$ cat src/hw/rtl/twq_pkg.sv
package twq_pkg;

	localparam int QUEUE_DEPTH_DEF = 16;
	localparam int TICK_BITS_DEF   = 16;

	typedef enum logic [1:0] {
		FUNC_PUT  = 2'd0,
		FUNC_GET  = 2'd1,
		FUNC_TICK = 2'd2
	} twq_func_t;

	typedef enum logic [2:0] {
		ST_PUT_OK   = 3'd0,
		ST_PUT_FULL = 3'd1,
		ST_GOT      = 3'd2,
		ST_EMPTY    = 3'd3,
		ST_RELEASE  = 3'd4,
		ST_NONE     = 3'd5
	} twq_status_t;

	typedef struct packed {
		twq_func_t   func;
		logic [7:0]  task_id;
		logic [15:0] wait_ticks;
	} twq_cmd_t;

	typedef struct packed {
		twq_status_t status;
		logic [7:0]  out_task;
		logic [4:0]  queue_count;
		logic        last;
	} twq_rsp_t;

endpackage

$ cat src/hw/rtl/timed_wait_queue_unit.sv
// Timed wait queue of a counting semaphore: a FIFO of blocked task ids, each
// with an optional tick timeout (zero means wait without limit).
//
// Command channel: a transaction is taken at a rising edge with start high
// and busy low. cmd.func selects put, get or tick; func value three is
// ignored and gives no result.
// Result channel: each result sits on rsp for exactly one cycle with strobe
// high. The receiver cannot stall it. rsp.last marks the final result of a
// command; rsp.queue_count is the number of waiting entries after it.
//
// Timing: put, full put, empty get and tick on an empty queue answer in the
// cycle after the command. Get and tick walk the n waiting entries through
// the slot memory, one entry a cycle over its single registered read port
// and single write port. Busy stays high over the walk. A tick emits one
// result per expired entry, in queue order, while it compacts the survivors,
// or a single none result if no entry expires.
// Reset clears the entry count and the sequencer; the slot memory needs no
// clearing since only data read from slots below the count is ever used.
module timed_wait_queue_unit
	import twq_pkg::*;
#(
	parameter int QUEUE_DEPTH = QUEUE_DEPTH_DEF,
	parameter int TICK_BITS   = TICK_BITS_DEF
) (
	input  logic     clk,
	input  logic     arst_n,
	input  logic     start,
	input  twq_cmd_t cmd,
	output logic     busy,
	output logic     strobe,
	output twq_rsp_t rsp
);

	localparam int IDX_W = $clog2(QUEUE_DEPTH);
	localparam int CNT_W = $clog2(QUEUE_DEPTH + 1);

	typedef enum logic [2:0] {
		S_IDLE = 3'b001,
		S_WALK = 3'b010,
		S_DONE = 3'b100
	} state_t;

	function automatic logic [4:0] count5(input logic [CNT_W-1:0] c);
		logic [CNT_W+4:0] ext;
		ext = {5'b0, c};
		return ext[4:0];
	endfunction

	// slot memory: task ids and remaining ticks, slot 0 oldest
	logic [7:0]           task_mem  [QUEUE_DEPTH];
	logic [TICK_BITS-1:0] ticks_mem [QUEUE_DEPTH];
	logic [7:0]           rd_task_q;
	logic [TICK_BITS-1:0] rd_ticks_q;

	state_t           state_q;
	logic [CNT_W-1:0] cnt_q;       // waiting entries
	logic [CNT_W-1:0] rd_idx_q;    // next slot to read
	logic [CNT_W-1:0] proc_idx_q;  // slot whose data is in rd_*_q
	logic [CNT_W-1:0] w_q;         // compaction write pointer
	logic [CNT_W-1:0] rem_q;       // entries left after releases so far
	logic             is_get_q;
	logic             pend_v_q;    // a result is held back until its last flag is known
	logic [7:0]       pend_task_q;
	logic             strobe_q;
	twq_rsp_t         rsp_q;

	logic [TICK_BITS+15:0] ticks_ext;
	logic [TICK_BITS-1:0]  put_ticks;
	logic                  full;
	logic                  walk_end;
	logic                  drop;
	logic [TICK_BITS-1:0]  new_ticks;
	logic [IDX_W-1:0]      rd_addr;
	logic                  wr_en;
	logic [IDX_W-1:0]      wr_addr;
	logic [7:0]            wr_task;
	logic [TICK_BITS-1:0]  wr_ticks;

	assign ticks_ext = {{TICK_BITS{1'b0}}, cmd.wait_ticks};
	assign put_ticks = ticks_ext[TICK_BITS-1:0];
	assign full      = (cnt_q == CNT_W'(QUEUE_DEPTH));
	assign walk_end  = (proc_idx_q == cnt_q - CNT_W'(1));

	// get drops the head; tick drops entries whose count runs out now
	always_comb begin
		if (is_get_q) begin
			drop      = (proc_idx_q == '0);
			new_ticks = rd_ticks_q;
		end else begin
			drop      = (rd_ticks_q == TICK_BITS'(1));
			new_ticks = (rd_ticks_q != '0) ? rd_ticks_q - TICK_BITS'(1) : '0;
		end
	end

	assign rd_addr = (state_q == S_IDLE) ? '0 : rd_idx_q[IDX_W-1:0];

	always_comb begin
		wr_en    = 1'b0;
		wr_addr  = w_q[IDX_W-1:0];
		wr_task  = rd_task_q;
		wr_ticks = new_ticks;
		if (state_q == S_IDLE) begin
			wr_en    = start && (cmd.func == FUNC_PUT) && !full;
			wr_addr  = cnt_q[IDX_W-1:0];
			wr_task  = cmd.task_id;
			wr_ticks = put_ticks;
		end else if (state_q == S_WALK) begin
			wr_en = !drop;
		end
	end

	// write address always trails the read address during a walk
	always_ff @(posedge clk) begin
		if (wr_en) begin
			task_mem[wr_addr]  <= wr_task;
			ticks_mem[wr_addr] <= wr_ticks;
		end
		rd_task_q  <= task_mem[rd_addr];
		rd_ticks_q <= ticks_mem[rd_addr];
	end

	always_ff @(posedge clk or negedge arst_n) begin
		if (!arst_n) begin
			state_q     <= S_IDLE;
			cnt_q       <= '0;
			rd_idx_q    <= '0;
			proc_idx_q  <= '0;
			w_q         <= '0;
			rem_q       <= '0;
			is_get_q    <= 1'b0;
			pend_v_q    <= 1'b0;
			pend_task_q <= '0;
			strobe_q    <= 1'b0;
			rsp_q       <= '0;
		end else begin
			strobe_q <= 1'b0;
			case (state_q)
				S_IDLE: begin
					if (start) begin
						case (cmd.func)
							FUNC_PUT: begin
								strobe_q      <= 1'b1;
								rsp_q.out_task <= '0;
								rsp_q.last    <= 1'b1;
								if (full) begin
									rsp_q.status      <= ST_PUT_FULL;
									rsp_q.queue_count <= count5(cnt_q);
								end else begin
									rsp_q.status      <= ST_PUT_OK;
									rsp_q.queue_count <= count5(cnt_q + CNT_W'(1));
									cnt_q             <= cnt_q + CNT_W'(1);
								end
							end
							FUNC_GET, FUNC_TICK: begin
								if (cnt_q == '0) begin
									strobe_q          <= 1'b1;
									rsp_q.status      <= (cmd.func == FUNC_GET) ?
										ST_EMPTY : ST_NONE;
									rsp_q.out_task    <= '0;
									rsp_q.queue_count <= '0;
									rsp_q.last        <= 1'b1;
								end else begin
									state_q    <= S_WALK;
									is_get_q   <= (cmd.func == FUNC_GET);
									rd_idx_q   <= CNT_W'(1);
									proc_idx_q <= '0;
									w_q        <= '0;
									rem_q      <= cnt_q;
									pend_v_q   <= 1'b0;
								end
							end
							default: begin
							end
						endcase
					end
				end
				S_WALK: begin
					rd_idx_q   <= rd_idx_q + CNT_W'(1);
					proc_idx_q <= proc_idx_q + CNT_W'(1);
					if (drop) begin
						// flush the held release, it is not the last one
						if (pend_v_q) begin
							strobe_q          <= 1'b1;
							rsp_q.status      <= ST_RELEASE;
							rsp_q.out_task    <= pend_task_q;
							rsp_q.queue_count <= count5(rem_q);
							rsp_q.last        <= 1'b0;
						end
						pend_v_q    <= 1'b1;
						pend_task_q <= rd_task_q;
						rem_q       <= rem_q - CNT_W'(1);
					end else begin
						w_q <= w_q + CNT_W'(1);
					end
					if (walk_end) begin
						state_q <= S_DONE;
					end
				end
				S_DONE: begin
					state_q           <= S_IDLE;
					cnt_q             <= w_q;
					strobe_q          <= 1'b1;
					rsp_q.queue_count <= count5(w_q);
					rsp_q.last        <= 1'b1;
					if (pend_v_q) begin
						rsp_q.status   <= is_get_q ? ST_GOT : ST_RELEASE;
						rsp_q.out_task <= pend_task_q;
					end else begin
						rsp_q.status   <= ST_NONE;
						rsp_q.out_task <= '0;
					end
					pend_v_q <= 1'b0;
				end
				default: begin
					state_q <= S_IDLE;
				end
			endcase
		end
	end

	assign busy   = (state_q != S_IDLE);
	assign strobe = strobe_q;
	assign rsp    = rsp_q;

endmodule

$ cat config.mk
export PLATFORM = sky130hd
export DESIGN_NAME = timed_wait_queue_unit
export DESIGN_NICKNAME = d
export VERILOG_FILES = /design/src/hw/rtl/twq_pkg.sv /design/src/hw/rtl/timed_wait_queue_unit.sv
export SDC_FILE = /design/constraint.sdc
export NUM_CORES = 1
export LEC_CHECK = 0
export ABC_AREA = 1
export ABC_CLOCK_PERIOD_IN_PS = 3950
export BUFFER_PORTS_ARGS = -buffer_cell sky130_fd_sc_hd__buf_2
export CAP_MARGIN = 0
export CORE_AREA = 5 5 208 210
export CTS_BUF_LIST = sky130_fd_sc_hd__clkbuf_16
export DETAILED_ROUTE_END_ITERATION = 6
export DIE_AREA = 0 0 213 215
export PLACE_DENSITY = 0.69
export SLEW_MARGIN = 30
export SYNTH_ARGS = -nofsm -noshare
export SYNTH_HDL_FRONTEND = slang
export SYNTH_SLANG_ARGS = --single-unit
$ cat constraint.sdc
create_clock -name clk -period 3.95 [get_ports clk]
set_clock_uncertainty 0.15 [all_clocks]
set_input_delay 0.395 -clock clk [delete_from_list [all_inputs] [get_ports clk]]
set_output_delay 0.395 -clock clk [all_outputs]
set_load 0.01 [all_outputs]
; Word level (Yosys, flattened, before mapping)
; Memories as Yosys holds them, arrays and structs flattened. A register that Yosys moved wholly into a read port is not among the register bits.
; Cells that the tools add are included.
[word_totals]
register_bits = 56
mem_bits_rw = 384
output_inout_bits = 19
wordCells = 120
mem_count = 2
[mem_list]
columns = name, words, width, read_ports, rd_ports_with_merged_regs, write_ports, line_no
row1 = ticks_mem, 16, 16, 1, 1, 1, timed_wait_queue_unit.sv:51  ; logic [TICK_BITS-1:0] ticks_mem [QUEUE_DEPTH];
row2 = task_mem, 16, 8, 1, 1, 1, timed_wait_queue_unit.sv:50  ; logic [7:0] task_mem [QUEUE_DEPTH];
[op_classes]
n_addsub = 7
eq_ne = 19
mux = 56
n_bitwise = 1
reduce_logical = 21
[ops]
columns = cell, n
row1 = two-way mux 5 bit, 14
row2 = two-way mux 17 bit, 4
row3 = one-hot mux 17 bit (3 select lines), 1
row4 = one-hot mux 5 bit (2 select lines), 5
row5 = two-way mux 16 bit, 3
row6 = one-hot mux 17 bit (2 select lines), 1
row7 = "adder 5 x 1 -> 5 bit, second input constant", 4
row8 = two-way mux 3 bit, 6
row9 = "equality test 16 x 1 -> 1 bit, second input constant", 1
row10 = nonzero test 16 bit, 1
row11 = "subtractor 16 x 1 -> 16 bit, second input constant", 1
row12 = AND reduction 5 bit, 3
row13 = two-way mux 1 bit, 14
row14 = "!= test 2 bit, second input constant", 6
row15 = AND reduction 4 bit, 3
row16 = two-way mux 11 bit, 1
row17 = logical NOT 5 bit, 2
row18 = "subtractor 5 x 1 -> 5 bit, second input constant", 2
row19 = two-way mux 4 bit, 2
row20 = two-way mux 8 bit, 1
row21 = "!= test 3 x 1 -> 1 bit, second input constant", 2
row22 = one-hot mux 1 bit (3 select lines), 2
row23 = one-hot mux 3 bit (2 select lines), 1
row24 = AND reduction 6 bit, 1
row25 = other kinds (19), 23

; Longest topological paths before layout
[logic_depth]
word_depth = 7
mapped_depth = 11
mapped_depth_nobuf = 11

; Least setup slack after synthesis
; Ideal clock, no wire load.
[synth_timing]
kind = register to register
start = register cnt_q[0]
end = memory task_mem[10][0], enable pin
setup_time_ps = 405
arrival_ps = 2360
required_ps = 3395
setup_slack_ps = 1035
stages_incl_launch_ff = 8
n_path_buf = 0
synth_period_minus_slack_ps = 2915
path_cell_list = dfrtp_1 -> inv_1 -> ha_1 -> nand3_1 -> nand3_1 -> nand2_1 -> nand3_1 -> nor2_1
[synth_between]
elab_chain_cells = 6
word_cells_on_any_way = 7
classes_between = 1 x eq/ne / 4 x mux / 2 x reduce/logical
[synth_rtl]
columns = element, line_no
row1 = "start, declared", timed_wait_queue_unit.sv:56  ; logic [CNT_W-1:0] cnt_q;
row2 = "start signal, assigned", timed_wait_queue_unit.sv:151  ; cnt_q <= cnt_q + CNT_W'(1);
row3 = "start signal, assigned", timed_wait_queue_unit.sv:201  ; cnt_q <= w_q;
row4 = equality test 5 bit, timed_wait_queue_unit.sv:81  ; assign full = (cnt_q == CNT_W'(QUEUE_DEPTH));
row5 = logical NOT 1 bit, timed_wait_queue_unit.sv:103  ; wr_en = start && (cmd.func == FUNC_PUT) && !full;
row6 = logical AND 1 bit, timed_wait_queue_unit.sv:103
row7 = two-way mux 1 bit, timed_wait_queue_unit.sv:102  ; if (state_q == S_IDLE) begin
row8 = two-way mux 1 bit, timed_wait_queue_unit.sv:114  ; if (wr_en) begin
row9 = two-way mux 1 bit (not written as such), timed_wait_queue_unit.sv:115  ; task_mem[wr_addr] <= wr_task;
row10 = "end, declared", timed_wait_queue_unit.sv:50
; Several ways; a longest one is shown, not always the timed one.

; Worst setup path in the final report
[layout_timing]
start = register cnt_q[0]
end = memory ticks_mem[10][7] (netlist bit), enable pin
[layout_between]
elab_chain_cells = 6
word_cells_on_any_way = 7
classes_between = 1 x eq/ne / 4 x mux / 2 x reduce/logical
[layout_rtl]
columns = element, line_no
row1 = equality test 5 bit, timed_wait_queue_unit.sv:81
row2 = logical NOT 1 bit, timed_wait_queue_unit.sv:103
row3 = logical AND 1 bit, timed_wait_queue_unit.sv:103
row4 = two-way mux 1 bit, timed_wait_queue_unit.sv:102
row5 = two-way mux 1 bit, timed_wait_queue_unit.sv:114
row6 = two-way mux 1 bit (not written as such), timed_wait_queue_unit.sv:116  ; ticks_mem[wr_addr] <= wr_ticks;
row7 = "end, declared", timed_wait_queue_unit.sv:51
; Several ways; a longest one is shown, not always the timed one.

==> reports/qor.csv <==
stage,metric,value,unit
floorplanning,Die W,213,um
floorplanning,die area,0.0458,sq mm
cts,CTS Buffer Depth,3,
sta,setup slack after layout,0.935,ns
sta,endpoints failing hold,0,
setup_path,most frequent CP cell,nand3_1,
floorplanning,# rows,75,
sta,Tcrit/Tclk final,0.763,
pwr,power per cell area,749,mW/mm^2
sta,min cycle time layout,3.01,ns
yosys,"top cells by area, synth","edfxtp_1 (57%), nand3_1 (7.1%), dfrtp_1 (6.6%)",
setup_path,maximum fanout along the worst path,16,
detailed_routing,first drt pass iteration count,7,
grt,largest net degree at the start of global routing,197,
cts,CTS sink cnt,463,
hold_path,Worst Hold Launch,start,
setup_path,R2R depth,8,
pwr,Leak,9.24,nW
job,Maximum Capacitance Violations,0,
setup_path,slowest CP cell,dfrtp_1,
detailed_routing,DRC Markers,0,
sta,final setup violation count,0,
setup_path,RR Endpoint,ticks_mem[10][7],
yosys,"Seq/Total Area, Yosys",0.659,
setup_path,Critical Path AT,3.15,ns
placement,Detailed Place HPWL,31700,um
grt,met3 global-route usage,0.0439,
floorplanning,die span in y,215,um
grt,total track usage,0.220,
setup_path,Critical Path Start,cnt_q[0],
yosys,#FFs+latches synth,463,
cells_and_area,area grow syn2layout,13.6,%
detailed_routing,DR iter-0 viols,1529,
floorplanning,IO Pins,48,
yosys,share of the synthesized area in the top cell type,0.567,
cts,CTS tree,yes,
cts,htree depth,2,
sta,Slew Limit Fails,0,
setup_path,Worst Setup Start Kind,flip-flop,
setup_path,CP required,4.08,ns
yosys,asr flop ratio synth,0.119,
yosys,"Top FF cell, synth",edfxtp_1,
yosys,Mean Syn Cell Area,10.6,sq um
cells_and_area,layout net count,2009,
floorplanning,Starting Density,0.491,
sta,RSZ-0062 raised after global routing,false,
yosys,Yosys top cell by area,edfxtp_1,
yosys,Post-Syn Nets,1953,
detailed_routing,via/cell ratio,5.57,
setup_path,CP max stage delay,0.51,ns
placement,I/O Buffers,47,
cells_and_area,Antenna Cells,0,
setup_path,CP cell instances,inv_1 -> ha_1 -> nand3_1 -> nand3_1 -> nand2_1 -> nand3_1 -> nor2_4 -> buf_12,
sta,Rel. slew slack,0.321,
cts,cts bufs inserted,48,
sta,worst slew pin tran,1.02,ns
hold_path,hold depth,3,
hold_path,Hold Path Sink,strobe,
yosys,cell count after synthesis,1911,
sta,Fmax,332,MHz
placement,pre-CTS setup slack,0.994,ns
grt,first-pass GRT wire length,78400,um
cts,CTS Root Buffer Type,clkbuf_16,
setup_path,crit path kind,flip-flop to flip-flop,
grt,met2 Use GR,0.342,
yosys,synth warn,0,
detailed_routing,Antenna Nets Post-Route,0,
cts,Setup Buffers After CTS,0,
cells_and_area,layout cell share with drive strength beyond 1,0.111,
pwr,"IR drop worst, VDD",391,uV
placement,routability cong.,0.882,
detailed_routing,WL/cell,20.0,um
grt,busiest grt layer,met2,
cts,"Reg clk slew, reported paths",0.06,ns
grt,number of global-route vias before repair,13703,
detailed_routing,Post-Route WL,51000,um
setup_path,Worst setup EP type,flip-flop,
grt,global routing usage on met1,0.313,
floorplanning,Floorplan Core Area,0.0414,sq mm
run_status,outcome,"complete, no violations",
sta,setup_tns,0,ns
setup_path,reg-to-reg startpoint,cnt_q[0],
grt,initial antenna violation count,0,
hold_path,Hold Crit Class,primary input to flip-flop,
setup_path,R2R setup slack,0.94,ns
yosys,number of flops mapped to enable cells by yosys,384,
cts,worst skew pair latency,0.59,ns
yosys,library cells used by synthesis,44,
yosys,mapped cell area,0.0203,sq mm
detailed_routing,vias,14174,
grt,Congestion Overflow GR,0,
## worst max-delay path: cells and delay by family (launching register included)
family / cells / cell delay [ns]
AND/OR/NAND/NOR: 5 / 1.38
flip-flops: 1 / 0.51
buffers and inverters: 2 / 0.37
adder cells (fa/ha/maj): 1 / 0.30
## worst max path at each step
stage	slack, ns	end
6_report	0.94	ticks_mem[10][7]
5_1_grt	0.77	ticks_mem[10][7]
4_1_cts	0.98	ticks_mem[10][7]
3_5_place_dp	0.99	task_mem[10][2]
3_3_place_gp	1.06	task_mem[10][2]
2_1_floorplan	1.03	task_mem[10][0]
## area by class of cell
class	count	area, sq um
multi-input combinational	1182	5960
timing repair buffer	109	916
tap	539	674
clock inverter	41	292
inverter	163	614
clock buffer	49	1230
fill	3444	18300
sequential	463	13400
## stage by stage
| stage | instances | total power [W] | util | hold slack (ns) | instance area, sq um |
|---|---|---|---|---|---|
| after floorplan | 1911 | 0.0107 | - | -0.0506 | 20300 |
| after global placement | 2455 | 0.0128 | 0.521 | 0.304 | 21500 |
| after detailed placement | 2455 | 0.0130 | 0.521 | 0.308 | 21500 |
| after CTS | 2546 | 0.0173 | 0.558 | 0.0283 | 23100 |
| after global routing | 2546 | 0.0182 | 0.558 | 0.0515 | 23100 |
| final | 2546 | 0.0173 | 0.558 | 0.0589 | 23100 |
## flip-flops by register name, summed over array words and instances, names as in the netlist, 3 cells and up
signal,cells
cnt_q,5
pend_task_q,8
proc_idx_q,5
rd_idx_q,4
rd_task_q,8
rd_ticks_q,16
rem_q,5
rsp,17
state_q,3
task_mem,128
ticks_mem,256
w_q,5
## kinds of logic after synthesis
logic type | synth area share
xor+xnor | 0.00991
flops | 0.659
buf+inv | 0.0549
simple gates | 0.223
compound gates | 0.0457
fa+ha+maj | 0.00800
## synth_stat cells, drive strengths merged (19+ instances only)
master / instances
nand3b: 97
edfxtp: 384
dfxtp: 24
nor2: 260
nand3: 290
nand2: 298
clkbuf: 36
nand4: 19
o21ai: 151
inv: 162
dfrtp: 54
buf: 67
## power breakdown
group | switching, W | internal, W | total [W] | leakage (nW)
sequential | 0.000326 | 0.00667 | 0.00700 | 4.39
combinational | 0.00432 | 0.00163 | 0.00595 | 4.05
clock | 0.00187 | 0.00246 | 0.00433 | 0.798
total | 0.00652 | 0.0108 | 0.0173 | 9.24
## per-layer routing
| metal | share of wire | vias to the layer above |
|---|---|---|
| li1 | - | 6662 |
| met1 | 0.44 | 6851 |
| met5 | 0 | - |
| met4 | 0.030 | 0 |
| met3 | 0.075 | 92 |
| met2 | 0.46 | 569 |
## cell usage in the layout, fill, tap and decap left out, types with 3 or more instances in the layout
master / n
nand3_1: 287
clkinv_1: 12
inv_2: 6
dfxtp_1: 24
nor2_4: 19
dfrtp_1: 53
o22ai_1: 4
nor2_1: 240
nand2_1: 288
a31oi_1: 3
xnor2_1: 6
o21bai_1: 4
o21ai_1: 7
clkinv_2: 7
a21oi_1: 6
nand3b_1: 97
buf_4: 44
buf_12: 17
nand2_2: 5
bufinv_16: 3
buf_2: 47
nand2_4: 5
o21ai_0: 142
clkbuf_16: 49
inv_1: 170
or2_2: 3
edfxtp_1: 384
ha_1: 13
nand4_1: 18
xor2_1: 17
## timing repair
| action | in CTS | in global routing |
|---|---|---|
| endpoints found under the hold margin | 33 | 0 |
| gates resized for setup | 0 | 0 |
| hold buffers | 1 | 0 |
No activity file was read; power rests on OpenSTA's default activity.
